--- src/rtl/shift_interval_word_reader_core_defines.svh ---
// Assertion macros shared by the shift interval word reader RTL.
`ifndef SHIFT_INTERVAL_WORD_READER_CORE_DEFINES_SVH
`define SHIFT_INTERVAL_WORD_READER_CORE_DEFINES_SVH

// Clocked check, disabled while reset is held.
`define SIWR_ASSERT(label, clk, rst_n, prop, msg) \
    label: assert property (@(posedge clk) disable iff (!rst_n) prop) else $error(msg);

// Check on the core's own clock and reset.
`define SIWR_CHECK(label, prop, msg) \
    `SIWR_ASSERT(label, i_clk, i_rst_n, prop, msg)

`endif

--- src/rtl/siwr_pkg.sv ---
// Shared types, codes and constants for the shift interval word reader.
package siwr_pkg;

    localparam int WORD_BITS     = 32;
    localparam int THR_BITS      = 10;
    localparam int PIN_BITS      = 8;
    localparam int CFG_DATA_BITS = 32;
    localparam int CFG_IDX_BITS  = 2;

    localparam int SAMPLE_BITS_DEF = 10;
    localparam int TIME_BITS_DEF   = 32;
    localparam int PORT_BITS_DEF   = 8;

    localparam logic [THR_BITS-1:0]  THR_RESET   = 10'd512;
    localparam logic [WORD_BITS-1:0] DELTA_RESET = 32'd1;
    localparam logic [PIN_BITS-1:0]  PIN_RESET   = 8'hFF;

    localparam logic ACT_SAMPLE = 1'b0;
    localparam logic ACT_TAKE   = 1'b1;

    localparam logic MODE_ANALOG  = 1'b0;
    localparam logic MODE_DIGITAL = 1'b1;

    typedef enum logic [CFG_IDX_BITS-1:0] {
        CFG_INPUT_MODE = 2'd0,
        CFG_THRESHOLD  = 2'd1,
        CFG_MSG_DELTA  = 2'd2,
        CFG_PIN_MASK   = 2'd3
    } t_cfg_reg;

    typedef enum logic [1:0] {
        PH_LISTEN  = 2'd0,
        PH_MEASURE = 2'd1,
        PH_READY   = 2'd2,
        PH_TAKEN   = 2'd3
    } t_phase;

    typedef enum logic {
        CTL_IDLE = 1'b0,
        CTL_DIV  = 1'b1
    } t_ctl_state;

endpackage

--- src/rtl/shift_interval_word_reader_core.sv ---
// Shift interval word reader: shift detection, phase tracking and bit-serial interval divider.
//
// The core watches timestamped samples for shifts (analog: absolute change from the
// previous sample of at least the threshold; digital: the masked port bits toggle between
// zero and nonzero) and measures the time between two shifts. The wrapped interval is
// divided by msg_delta in a restoring divider that retires one quotient bit per cycle
// until all TIME_BITS interval bits are through; every other item (take, listening,
// ready/taken reset, measuring without a shift) is finished in the idle state. One item
// is in flight at a time and each yields exactly one word on the output channel:
// word_ready (phase is ready after the item), word (last measured word) and shift_seen.
// A new item is taken once the core is idle and the result register is free or being
// drained in the same cycle. Configuration writes are only legal while the core is idle.
`include "shift_interval_word_reader_core_defines.svh"

module shift_interval_word_reader_core #(
    parameter int SAMPLE_BITS = siwr_pkg::SAMPLE_BITS_DEF,
    parameter int TIME_BITS   = siwr_pkg::TIME_BITS_DEF,
    parameter int PORT_BITS   = siwr_pkg::PORT_BITS_DEF
) (
    input  logic                                i_clk,
    input  logic                                i_rst_n,
    // configuration write port
    input  logic                                i_cfg_we,
    input  logic [siwr_pkg::CFG_IDX_BITS-1:0]   i_cfg_idx,
    input  logic [siwr_pkg::CFG_DATA_BITS-1:0]  i_cfg_data,
    // input channel
    input  logic                                i_in_valid,
    output logic                                o_in_stall,
    input  logic                                i_in_action,
    input  logic [TIME_BITS-1:0]                i_in_now,
    input  logic [SAMPLE_BITS-1:0]              i_in_sample,
    // output channel
    output logic                                o_out_valid,
    input  logic                                i_out_stall,
    output logic                                o_out_word_ready,
    output logic [siwr_pkg::WORD_BITS-1:0]      o_out_word,
    output logic                                o_out_shift_seen
);

    localparam int WB = siwr_pkg::WORD_BITS;
    localparam int TB = siwr_pkg::THR_BITS;
    // previous value holds an analog reading, a masked port level, or the threshold reset
    localparam int PB0       = (SAMPLE_BITS > PORT_BITS) ? SAMPLE_BITS : PORT_BITS;
    localparam int PREV_BITS = (PB0 > TB) ? PB0 : TB;
    localparam int CNT_BITS  = $clog2(TIME_BITS);

    // ---------------- configuration registers ----------------
    logic                                r_mode;
    logic [TB-1:0]                       r_thr;
    logic [WB-1:0]                       r_delta;
    logic [siwr_pkg::PIN_BITS-1:0]       r_pin;

    always_ff @(posedge i_clk) begin
        if (!i_rst_n) begin
            r_mode  <= siwr_pkg::MODE_ANALOG;
            r_thr   <= siwr_pkg::THR_RESET;
            r_delta <= siwr_pkg::DELTA_RESET;
            r_pin   <= siwr_pkg::PIN_RESET;
        end else if (i_cfg_we) begin
            unique case (siwr_pkg::t_cfg_reg'(i_cfg_idx))
                siwr_pkg::CFG_INPUT_MODE: r_mode <= i_cfg_data[0];
                siwr_pkg::CFG_THRESHOLD:  r_thr  <= i_cfg_data[TB-1:0];
                siwr_pkg::CFG_MSG_DELTA: begin
                    // zero divisor is stored as one
                    r_delta <= (i_cfg_data[WB-1:0] == '0) ? siwr_pkg::DELTA_RESET
                                                          : i_cfg_data[WB-1:0];
                end
                siwr_pkg::CFG_PIN_MASK:   r_pin  <= i_cfg_data[siwr_pkg::PIN_BITS-1:0];
                default: ;
            endcase
        end
    end

    // ---------------- state ----------------
    siwr_pkg::t_ctl_state  r_state, n_state;
    siwr_pkg::t_phase      r_phase, n_phase;
    logic [PREV_BITS-1:0]  r_prev, n_prev;
    logic [TIME_BITS-1:0]  r_start, n_start;
    logic [WB-1:0]         r_last, n_last;
    logic                  r_ovalid, n_ovalid;
    logic                  r_oshift, n_oshift;

    // divider: dividend shifts out MSB first, quotient shifts in at the LSB
    logic [TIME_BITS-1:0]  r_dvd, n_dvd;
    logic [WB-1:0]         r_rem, n_rem;
    logic [WB-1:0]         r_quo, n_quo;
    logic                  r_sat, n_sat;
    logic [CNT_BITS-1:0]   r_cnt, n_cnt;

    // ---------------- shift detection ----------------
    logic                  w_acc;
    logic [PREV_BITS-1:0]  w_cur_ana, w_cur_dig, w_diff;
    logic                  w_shift;
    logic [WB:0]           w_rem_sh;
    logic                  w_qbit;
    logic [WB-1:0]         w_word;

    assign o_in_stall = !((r_state == siwr_pkg::CTL_IDLE) && (!r_ovalid || !i_out_stall));
    assign w_acc      = i_in_valid && !o_in_stall;

    always_comb begin
        w_cur_ana = PREV_BITS'(i_in_sample);
        w_cur_dig = PREV_BITS'(i_in_sample) & PREV_BITS'({PORT_BITS{1'b1}})
                  & PREV_BITS'(r_pin);
        w_diff    = (w_cur_ana >= r_prev) ? (w_cur_ana - r_prev) : (r_prev - w_cur_ana);
        if (r_mode == siwr_pkg::MODE_DIGITAL) begin
            w_shift = (w_cur_dig != '0) != (r_prev != '0);
        end else begin
            w_shift = w_diff >= PREV_BITS'(r_thr);
        end
    end

    // one restoring step per cycle
    assign w_rem_sh = {r_rem, r_dvd[TIME_BITS-1]};
    assign w_qbit   = w_rem_sh >= {1'b0, r_delta};

    // ---------------- next state ----------------
    always_comb begin
        n_state  = r_state;
        n_phase  = r_phase;
        n_prev   = r_prev;
        n_start  = r_start;
        n_last   = r_last;
        n_ovalid = r_ovalid;
        n_oshift = r_oshift;
        n_dvd    = r_dvd;
        n_rem    = r_rem;
        n_quo    = r_quo;
        n_sat    = r_sat;
        n_cnt    = r_cnt;
        w_word   = '0;

        if (r_ovalid && !i_out_stall) begin
            n_ovalid = 1'b0;
        end

        unique case (r_state)
            siwr_pkg::CTL_IDLE: begin
                if (w_acc) begin
                    if (i_in_action == siwr_pkg::ACT_TAKE) begin
                        n_phase  = siwr_pkg::PH_TAKEN;
                        n_oshift = 1'b0;
                        n_ovalid = 1'b1;
                    end else begin
                        n_prev   = (r_mode == siwr_pkg::MODE_DIGITAL) ? w_cur_dig : w_cur_ana;
                        n_oshift = w_shift;
                        unique case (r_phase)
                            siwr_pkg::PH_LISTEN: begin
                                if (w_shift) begin
                                    n_start = i_in_now;
                                    n_phase = siwr_pkg::PH_MEASURE;
                                end
                                n_ovalid = 1'b1;
                            end
                            siwr_pkg::PH_MEASURE: begin
                                if (w_shift) begin
                                    n_dvd   = i_in_now - r_start;   // wraps
                                    n_rem   = '0;
                                    n_quo   = '0;
                                    n_sat   = 1'b0;
                                    n_cnt   = CNT_BITS'(TIME_BITS - 1);
                                    n_state = siwr_pkg::CTL_DIV;
                                end else begin
                                    n_ovalid = 1'b1;
                                end
                            end
                            default: begin
                                // ready or taken: any sample re-arms
                                n_phase  = siwr_pkg::PH_LISTEN;
                                n_ovalid = 1'b1;
                            end
                        endcase
                    end
                end
            end
            siwr_pkg::CTL_DIV: begin
                n_dvd = {r_dvd[TIME_BITS-2:0], 1'b0};
                n_rem = w_qbit ? WB'(w_rem_sh - {1'b0, r_delta}) : w_rem_sh[WB-1:0];
                n_quo = {r_quo[WB-2:0], w_qbit};
                // a bit leaving the top means the quotient exceeds the word
                n_sat = r_sat | r_quo[WB-1];
                n_cnt = r_cnt - 1'b1;
                if (r_cnt == '0) begin
                    w_word   = n_sat ? {WB{1'b1}} : n_quo;
                    n_last   = w_word;
                    // digital mode waits for a nonzero word
                    if (r_mode == siwr_pkg::MODE_ANALOG || w_word != '0) begin
                        n_phase = siwr_pkg::PH_READY;
                    end
                    n_ovalid = 1'b1;
                    n_state  = siwr_pkg::CTL_IDLE;
                end
            end
            default: n_state = siwr_pkg::CTL_IDLE;
        endcase
    end

    always_ff @(posedge i_clk) begin
        if (!i_rst_n) begin
            r_state  <= siwr_pkg::CTL_IDLE;
            r_phase  <= siwr_pkg::PH_LISTEN;
            r_prev   <= PREV_BITS'(siwr_pkg::THR_RESET);
            r_start  <= '0;
            r_last   <= '0;
            r_ovalid <= 1'b0;
        end else begin
            r_state  <= n_state;
            r_phase  <= n_phase;
            r_prev   <= n_prev;
            r_start  <= n_start;
            r_last   <= n_last;
            r_ovalid <= n_ovalid;
        end
    end

    // datapath, no reset needed
    always_ff @(posedge i_clk) begin
        r_oshift <= n_oshift;
        r_dvd    <= n_dvd;
        r_rem    <= n_rem;
        r_quo    <= n_quo;
        r_sat    <= n_sat;
        r_cnt    <= n_cnt;
    end

    assign o_out_valid      = r_ovalid;
    assign o_out_word_ready = (r_phase == siwr_pkg::PH_READY);
    assign o_out_word       = r_last;
    assign o_out_shift_seen = r_oshift;

    // ---------------- assertions ----------------
    `SIWR_CHECK(a_no_accept_over_held_word,
        (r_ovalid && i_out_stall) |-> o_in_stall,
        "item accepted while a result is held")
    `SIWR_CHECK(a_div_finishes_with_word,
        (r_state == siwr_pkg::CTL_DIV && r_cnt == '0) |=>
            (r_state == siwr_pkg::CTL_IDLE && o_out_valid),
        "divider finished without a result")
    `SIWR_CHECK(a_take_reports_no_shift,
        (w_acc && i_in_action == siwr_pkg::ACT_TAKE) |=>
            (o_out_valid && !o_out_shift_seen && r_phase == siwr_pkg::PH_TAKEN),
        "take item did not produce a taken result")
    `SIWR_CHECK(a_div_blocks_input,
        (r_state == siwr_pkg::CTL_DIV) |-> (o_in_stall && !r_ovalid),
        "input open or result pending during division")

endmodule
--- config.mk ---
export PLATFORM = sky130hd
export DESIGN_NAME = shift_interval_word_reader_core
export DESIGN_NICKNAME = d
export VERILOG_FILES = /design/src/rtl/siwr_pkg.sv /design/src/rtl/shift_interval_word_reader_core.sv
export VERILOG_INCLUDE_DIRS = /design/src /design/src/rtl
export SDC_FILE = /design/constraint.sdc
export NUM_CORES = 1
export LEC_CHECK = 0
export BUFFER_PORTS_ARGS = -buffer_cell sky130_fd_sc_hd__buf_4
export CORE_ASPECT_RATIO = 0.8
export CORE_UTILIZATION = 50
export DETAILED_ROUTE_END_ITERATION = 7
export PLACE_DENSITY = 0.69
export SYNTH_ARGS = -nofsm -noshare
export SYNTH_HDL_FRONTEND = slang
export SYNTH_SLANG_ARGS = --single-unit
--- constraint.sdc ---
create_clock -name i_clk -period 14.6 [get_ports i_clk]
set_clock_uncertainty 0.05 [all_clocks]
set_input_delay 2.19 -clock i_clk [delete_from_list [all_inputs] [get_ports i_clk]]
set_output_delay 2.19 -clock i_clk [all_outputs]
set_load 0.02 [all_outputs]
# Yosys cells after proc, flatten, opt, wreduce, memory -nomap -nowiden
# Cells that the tools add are included.
[totals] reg_bits=232 elab_cells=115
[classes] n_eq_ne=14 n_lt_le_gt_ge=3 n_addsub=5 reduce_logical=25 mux=47 bitwise=5
[op_table] cell="32-bit two-way mux" count=11
[op_table] cell="32-bit one-hot mux with 2 select lines" count=3
[op_table] cell="32-bit subtractor" count=2
[op_table] cell="33-bit by 32-bit greater-or-equal comparator with 1-bit output" count=1
[op_table] cell="32-bit logical NOT" count=1
[op_table] cell="32-bit nonzero test" count=1
[op_table] cell="10-bit greater-or-equal comparator" count=2
[op_table] cell="10-bit two-way mux" count=2
[op_table] cell="5-bit two-way mux" count=4
[op_table] cell="10-bit nonzero test" count=2
[op_table] cell="10-bit subtractor" count=2
[op_table] cell="1-bit two-way mux" count=16
[op_table] cell="2-bit AND reduction" count=6
[op_table] cell="2-bit two-way mux" count=5
[op_table] cell="5-bit one-hot mux with 2 select lines" count=1
[op_table] cell="5-bit AND reduction" count=2
[op_table] cell="8-bit bitwise AND" count=1
[op_table] cell="2-bit one-hot mux with 2 select lines" count=2
[op_table] cell="2-bit equality test, second input constant" count=3
[op_table] cell="2-bit by 1-bit != test with 1-bit output, second input constant" count=3
[op_table] cell="2-bit != test, second input constant" count=3
[op_table] cell="1-bit one-hot mux with 2 select lines" count=3
[op_table] cell="5-bit logical NOT" count=1
[op_table] cell="5-bit by 1-bit subtractor with 5-bit output, second input constant" count=1
[op_table] cell="12 further kinds" count=21

# Logic depth before layout (Yosys ltp)
# Gate-level depths: netlist of run 1.
[logic_depth] depth_word=9 depth_mapped=26

# Worst setup path after synthesis of run 1
# OpenSTA, ideal clock, no wires.
[synth_timing] path_kind="input to register" start="input port i_in_sample[0]" end="register r_cnt[0] (enable)" required_ns=14.072 t_arrival_ns=7.777 slack_ns=6.295 setup_time_ns=0.478 path_buffers=0 path_stages=21 cell_sequence="inv_1 ha_1 inv_1 fa_1 a21o_1 a21oi_1 a311o_1 a21oi_4 mux2_2 nand3b_1 o21ai_0 nand4b_1 o211a_1 ha_1 o21a_1 o21a_1 o21ai_0 a22oi_1 and2_1 nand4_1 nand2b_1"
[synth_between] elab_chain_cells=6 word_cells_on_any_way=11
[synth_rtl] item="start, declared" line_no="shift_interval_word_reader_core.sv:31" source="input logic [SAMPLE_BITS-1:0] i_in_sample,"
[synth_rtl] item="10-bit subtractor, or another cell as far along" line_no="shift_interval_word_reader_core.sv:105" source="w_diff = (w_cur_ana >= r_prev) ? (w_cur_ana - r_prev) : (r_prev - w_cur_ana);"
[synth_rtl] item="10-bit two-way mux / 10-bit nonzero test (equally long branches)" line_no="shift_interval_word_reader_core.sv:105, shift_interval_word_reader_core.sv:107"
[synth_rtl] item="10-bit greater-or-equal comparator / 1-bit != test (equally long branches)" line_no="shift_interval_word_reader_core.sv:109, shift_interval_word_reader_core.sv:107"
[synth_rtl] item="1-bit two-way mux (*)" line_no="shift_interval_word_reader_core.sv:106" source="if (r_mode == siwr_pkg::MODE_DIGITAL) begin"
[synth_rtl] item="2-bit != test (no source line) (*)"
[synth_rtl] item="4-bit AND reduction (no source line) (*)"
[synth_rtl] item="end signal, assigned" line_no="shift_interval_word_reader_core.sv:223" source="r_cnt <= n_cnt;"
[synth_rtl] item="end, declared" line_no="shift_interval_word_reader_core.sv:88" source="logic [CNT_BITS-1:0] r_cnt, n_cnt;"
# Mark *: on every way between the ends. The rest lies on a longest branch, timed or not.
# A chain may end at the register's enable or synchronous reset.

# Worst setup path in the final report of run 1
[layout_timing] start="input port i_in_sample[0]" end="register r_rem[18] (enable)"
[layout_between] elab_chain_cells=6 word_cells_on_any_way=11
[layout_rtl] item="10-bit subtractor, or another cell as far along" line_no="shift_interval_word_reader_core.sv:105"
[layout_rtl] item="10-bit two-way mux / 10-bit nonzero test (equally long branches)" line_no="shift_interval_word_reader_core.sv:105, shift_interval_word_reader_core.sv:107"
[layout_rtl] item="10-bit greater-or-equal comparator / 1-bit != test (equally long branches)" line_no="shift_interval_word_reader_core.sv:109, shift_interval_word_reader_core.sv:107"
[layout_rtl] item="1-bit two-way mux (*)" line_no="shift_interval_word_reader_core.sv:106"
[layout_rtl] item="2-bit != test (no source line) (*)"
[layout_rtl] item="4-bit AND reduction (no source line) (*)"
[layout_rtl] item="end signal, assigned" line_no="shift_interval_word_reader_core.sv:220" source="r_rem <= n_rem;"
[layout_rtl] item="end, declared" line_no="shift_interval_word_reader_core.sv:85" source="logic [WB-1:0] r_rem, n_rem;"
# Marked as above.

==> results of run 1 <==
## registers in the layout, summed over array words and instances (netlist names)
register,count
o_out_word,32
r_delta,32
r_dvd,32
r_quo,32
r_rem,32
r_start,32
r_prev,10
r_thr,10
r_pin,8
r_cnt,5
r_phase,2
o_out_shift_seen,1
o_out_valid,1
r_mode,1
r_sat,1
r_state,1
## metrics by stage
| step | total power (W) | area (um^2) | hold slack, ps |
|---|---|---|---|
| after detailed placement | 0.001051 | 15120 | 406.6 |
| after floorplan | 0.0009687 | 14030 | 393.5 |
| after global routing | 0.001747 | 15930 | 438.7 |
| after CTS | 0.001681 | 15930 | 414.4 |
| after global placement | 0.001046 | 15120 | 405.9 |
| final | 0.001671 | 15930 | 413.1 |
## cell families (layout without fill, tap and decap cells)
kind of cell,count (synthesis),in the layout
adders and majority gates,97,97
DFF,232,232
xor gates and xnor gates,59,59
and+or+nand+nor,552,552
AOI/OAI and AO/OA,368,368
muxes,52,52
buffers and inverters,191,286
## worst max-delay path, stage by stage
cell and delay [ps]:
buf_4 110, inv_1 50, ha_1 200, inv_1 70
fa_1 180, a21o_1 120, a21oi_1 100, a311o_1 350
a21oi_4 460, mux2_2 400, nand3b_1 170, o21ai_0 300
nand4b_1 130, o211a_1 150, ha_1 290, o21a_1 120
o21a_1 100, o21ai_0 70, a22oi_1 270, and2_1 240
nand4_1 180, nand2b_4 560, buf_4 700
## where the power goes
group          total [W]  internal (W)  switching, W
Combinational   0.000313      0.000137      0.000176
Sequential      0.000726      0.000710     0.0000164
Clock           0.000631      0.000365      0.000267
Total            0.00167       0.00121      0.000459
## layer usage
metal | up-vias | GRT usage (%) | wire length (um)
met1 | 5086 | 33.63 | 16440
li1 | 5611 | - | -
met5 | - | 0 | 0
met2 | 212 | 33.60 | 13730
met4 | 0 | 4.916 | 566
met3 | 37 | 2.888 | 1424
## how the worst max path moves through the flow
stage | startpoint | to | cells past startpoint
after floorplan | i_in_sample[0] | r_cnt[0]$_SDFFCE_PN1P_ | 21
after global placement | i_in_sample[0] | r_rem[18]$_SDFFCE_PN0P_ | 23
after detailed placement | i_in_sample[0] | r_rem[18]$_SDFFCE_PN0P_ | 23
after CTS | i_in_sample[0] | r_rem[11]$_SDFFCE_PN0P_ | 23
after global routing | i_in_sample[0] | r_rem[10]$_SDFFCE_PN0P_ | 23
final | i_in_sample[0] | r_rem[18]$_SDFFCE_PN0P_ | 23
## area by class of cell
cell class	count	area, um^2	share of cell area [%]
clock buffer	36	729.5	4.579
multi-input combinational	1128	7632	47.91
tap	364	455.4	2.859
inverter	116	435.4	2.733
clock inverter	12	82.58	0.5184
sequential	232	5679	35.65
timing repair buffer	122	915.9	5.749
## cells in the mapped netlist, drive strengths merged (4+ instances only)
library cell and count:
a211o 4, a211oi 11, a21boi 43, a21o 41, a21oi 74, a22oi 6, a311o 4, a31oi 10
and2 59, and3 6, buf 16, clkbuf 59, dfxtp 129, edfxtp 103, fa 4, ha 93
inv 116, mux2i 49, nand2 195, nand2b 29, nand3 46, nand3b 5, nand4 14, nor2 45
nor2b 57, nor3 25, nor3b 11, nor4 17, o211a 27, o211ai 8, o21a 10, o21ai 91
o21bai 11, o31ai 4, or3 26, or4b 4, xnor2 33, xor2 26
==> results.toml, run 1 <==
[hold_path]
whs_path_depth = 2
min_path_type = "reg -> reg"
min_to = "r_delta[11]$_SDFFE_PN0P_"
hold_start = "r_delta[11]$_SDFFE_PN0P_"

[sta]
setup_slack_ps = 7167
fmax_ghz = 0.1345
period_minus_slack_ps = 7433
setup_tns_ps = 0
tightestPinTransition_ps = 1088
final_hold_viol_count = 0
post-route-period-util_pct = 50.91
drv_slew = 0
relSlewSlack_pct = 27.37
finalSetupViolations = 0
rsz0062_at_grt = "no"

[yosys]
synth-xor-area-share_pct = 3.684
yosysTopAreaCellShare_pct = 22.05
synth_seq_cells = 232
synth_area_mm2 = 0.01403
synthCells = 1551
synthAdderAreaFrac_pct = 8.866
synth_largest_area_cell = "edfxtp_1"
ys_seq_area_share_pct = 40.46
synth_mux_area_share_pct = 3.737
synth_cell_type_count = 71
synth_fp_nets = 1730
ys.warnings.count = 0
synth_top_family_by_area = "simple AND/OR/NAND/NOR gates"
synth_flop_cell = "dfxtp_1"
synth_compound_area_share_pct = 17.78
synthSimpleGateAreaFrac_pct = 20.15
async_reset_ff_share_pct = 0
yosys-top-cells-area = "edfxtp_1 (22%), dfxtp_1 (18%), ha_1 (8.3%), nand2_1 (5.2%), mux2i_1 (3.5%)"
synth_edf_count = 103
syn_area_per_cell_um2 = 9.045

[floorplanning]
start_util_pct = 51.14
rows = 54
die_area_mm2 = 0.02874
die_w_um = 189.3
coreArea_mm2 = 0.02743
io-pin-count = 118
dieHeight_um = 151.8

[route]
finalWirelength_um = 32170
vias = 10950
drc = 0
drtAntennaViolNets = 0
via_per_inst = 5.446
drtIter0Drc = 672
dr.pass1.iters = 5
wl_per_cell_um = 16.00

[power]
ir_worst_vdd_v = 0.0001006
powerDensity_mw_per_mm2 = 104.9
p_leak_nw = 6.284

[worst_setup_path]
r2r-start = "r_prev[0]$_SDFFE_PN0P_"
r2r_slack_ps = 8610
critPathMaxFanout = 54
cp.required_ps = 14720
setup.worst_path.class = "in -> reg"
r2r.worst_path.cells = 21
cp.arrival_ps = 7560
cp-end-kind = "flop"
r2r_end = "r_rem[18]$_SDFFCE_PN0P_"
worst_setup_path_start_kind = "primary input"

[clocking]
clkLatencyLatePin_ps = 550
cts_max_level = 1
cts_hold_buf = 0
path_clk_slew_ps = 60
numCtsBuffers = 26
clock-sinks = 232
ctsResizeCount = 0
post_cts_buffers = 0
cts_tree = "done"
cts.path.max_buffers = 3
clockRootBuffer = "clkbuf_16"

[finish]
fillCellCount = 2488
fin_cells = 2010
fin_util_pct = 58.07
layout_commonest_cell = "nand2_1"
syn2layout_area_growth_pct = 13.56
insertedDiodeCount = 0
final_layout_size_suffix_gt1_share_pct = 10.81
final_nets = 1805
final_cell_mix = "nand2_1 (194), dfxtp_1 (128), buf_4 (122)"

[run]
cap_violations = 0

[placed_design]
dp_hpwl_um = 23140
io_buffers = 117
place.gp.congestion = 0.8825
pre_cts_slack_ps = 6633
place_inst = 1962

[global_route]
grt_usage_pct = 22.22
grt_pass1_wl_um = 52790
antenna_found_initial = 0
grt_overflow = 0
grt_pass1_vias = 10220
grt_max_degree = 108

[run_status]
status = "finished clean"
(Power assumes the default switching activity.)
==> inputs of run 2 (changes only) <==
- PLACE_DENSITY: 0.69 -> 0.71
- clock period: 14.6 -> 6.6 ns (I/O delays scaled with it)
==> results.toml, run 2 (same netlist as run 1, synthesis figures left out) <==
[global_route]
grt_usage_pct = 22.24
antenna_found_initial = 0
grt_overflow = 0
grt_max_degree = 108
grt_pass1_vias = 10540
grt_pass1_wl_um = 53190

[sta]
post-route-period-util_pct = 84.36
fmax_ghz = 0.1796
finalSetupViolations = 0
rsz0062_at_grt = "no"
relSlewSlack_pct = 26.08
tightestPinTransition_ps = 1105
setup_tns_ps = 0
drv_slew = 0
period_minus_slack_ps = 5568
final_hold_viol_count = 0

[route]
finalWirelength_um = 31970
dr.pass1.iters = 6
wl_met3_um = 1184
wl_met1_um = 16540
via_per_inst = 5.475
drc = 0
wl_per_cell_um = 15.89
met2WireLength_um = 13830
top_layer_used = "met4"
drtIter0Drc = 648
drtAntennaViolNets = 0
vias = 11020

[run]
cap_violations = 0

[clocking]
path_clk_slew_ps = 60
cts_tree = "done"
cts.path.max_buffers = 3
clockRootBuffer = "clkbuf_16"
cts_max_level = 1
clkLatencyLatePin_ps = 530
ctsResizeCount = 0
numCtsBuffers = 25
clock-sinks = 232
post_cts_buffers = 0
cts_hold_buf = 0

[worst_setup_path]
crit_chain = "buf_4, inv_1, ha_1, o21a_1, nor2_1, a311o_1, a21oi_4, mux2_2, nand3b_1, o21ai_0, nand4b_1, o211a_1, ha_1, o21a_1, o21a_1, o21ai_0, a22oi_1, and2_1, nand4_1, nand2b_4, buf_4"
cp.arrival_ps = 5730
worst_setup_path_start_kind = "primary input"
cp_slowest_cell = "a21oi_4"
crit_start = "i_in_sample[5]"
r2r.worst_path.cells = 21
cp-end-kind = "flop"
slowest_delay_ps = 450
path_common_cell = "o21a_1"
setup.worst_path.class = "in -> reg"
critPathMaxFanout = 25
cp.required_ps = 6760
r2r_slack_ps = 1250
r2r-start = "r_prev[0]$_SDFFE_PN0P_"

[power]
p_leak_nw = 6.336
power_frac_comb_pct = 18.7
internal-power_w = 0.002736
ir_worst_vdd_v = 0.0001940
swShare_pct = 26.92
power_frac_clock_pct = 38.4
powerDensity_mw_per_mm2 = 233.7
seqPwrFrac_pct = 42.9
power_switching_w = 0.001008

[placed_design]
dp_hpwl_um = 23180
place_area_mm2 = 0.01518
place.gp.congestion = 0.8655
io_buffers = 117

[floorplanning]
rows = 54
io-pin-count = 118
start_util_pct = 51.14
dieHeight_um = 151.8
coreArea_mm2 = 0.02743
die_area_mm2 = 0.02874
die_w_um = 189.3

[finish]
insertedDiodeCount = 0
layout_commonest_cell = "nand2_1"
final_layout_size_suffix_gt1_share_pct = 11.17
final_nets = 1808
fin_area_mm2 = 0.01602
final_cell_mix = "nand2_1 (194), dfxtp_1 (128), buf_4 (123)"
syn2layout_area_growth_pct = 14.23
fin_util_pct = 58.42

[hold_path]
whs_path_depth = 2
hold_start = "r_delta[24]$_SDFFE_PN0P_"
min_path_type = "reg -> reg"

[run_status]
status = "finished clean"
[run 2: changes by cell type in the layout (fill, tap and decap cells not counted), moves of 2 or more]
cell and delta:
buf_12 +3, clkbuf_1 -3, bufinv_16 +2, clkinv_1 -2
[run 2: path summary, 6_finish.rpt]
kind	to
max	r_rem[10]$_SDFFCE_PN0P_
min	r_delta[24]$_SDFFE_PN0P_
max reg2reg	r_rem[10]$_SDFFCE_PN0P_
min reg2reg	r_delta[24]$_SDFFE_PN0P_
[run 2: stage by stage]
stage / std cells / worst slack, ps / hold slack [ps] / total power (W)
2_1_floorplan: 1551 / 625.3 / 393.5 / 0.002141
3_3_place_gp: 1966 / 577.7 / 404.6 / 0.002315
3_5_place_dp: 1966 / 469.4 / 406.8 / 0.002330
4_1_cts: 2012 / 998.3 / 415.0 / 0.003774
5_1_grt: 2012 / 654.7 / 435.6 / 0.003924
6_report: 2012 / 1032 / 410.5 / 0.003744
[run 2: power groups by stage]
| stage | clock, W | combinational [W] | sequential, W |
|---|---|---|---|
| 4_1_cts | 0.00147 | 0.000699 | 0.00161 |
| 2_1_floorplan | 0 | 0.000515 | 0.00163 |
| 3_5_place_dp | 0 | 0.000694 | 0.00164 |
| 6_report | 0.00144 | 0.000699 | 0.00161 |
| 3_3_place_gp | 0 | 0.000680 | 0.00164 |
| 5_1_grt | 0.00153 | 0.000785 | 0.00161 |
[run 2: worst max-delay path, delay by kind of cell]
| kind | cells | cell delay, ps |
|---|---|---|
| AND/OR/NAND/NOR | 6 | 1140 |
| multiplexers | 1 | 400 |
| AO/OA/AOI/OAI | 9 | 2010 |
| buffers and inverters | 3 | 460 |
| adder cells (fa/ha/maj) | 2 | 710 |
[run 2: per-layer routing]
layer	vias to the layer above	GRT usage, %
met2	199	34.47
met5	-	0
met3	30	2.749
met4	0	3.456
met1	5159	33.58
li1	5628	-
[run 2: final cells by class]
type                    instances  area, um^2
clock buffers                  32       693.2
clock inverters                14       147.6
fillers                      2448       11410
inverters                     116       435.4
multi-input cells            1128        7630
flip-flops and latches        232        5679
well taps                     364       455.4
repair buffers                126       983.4
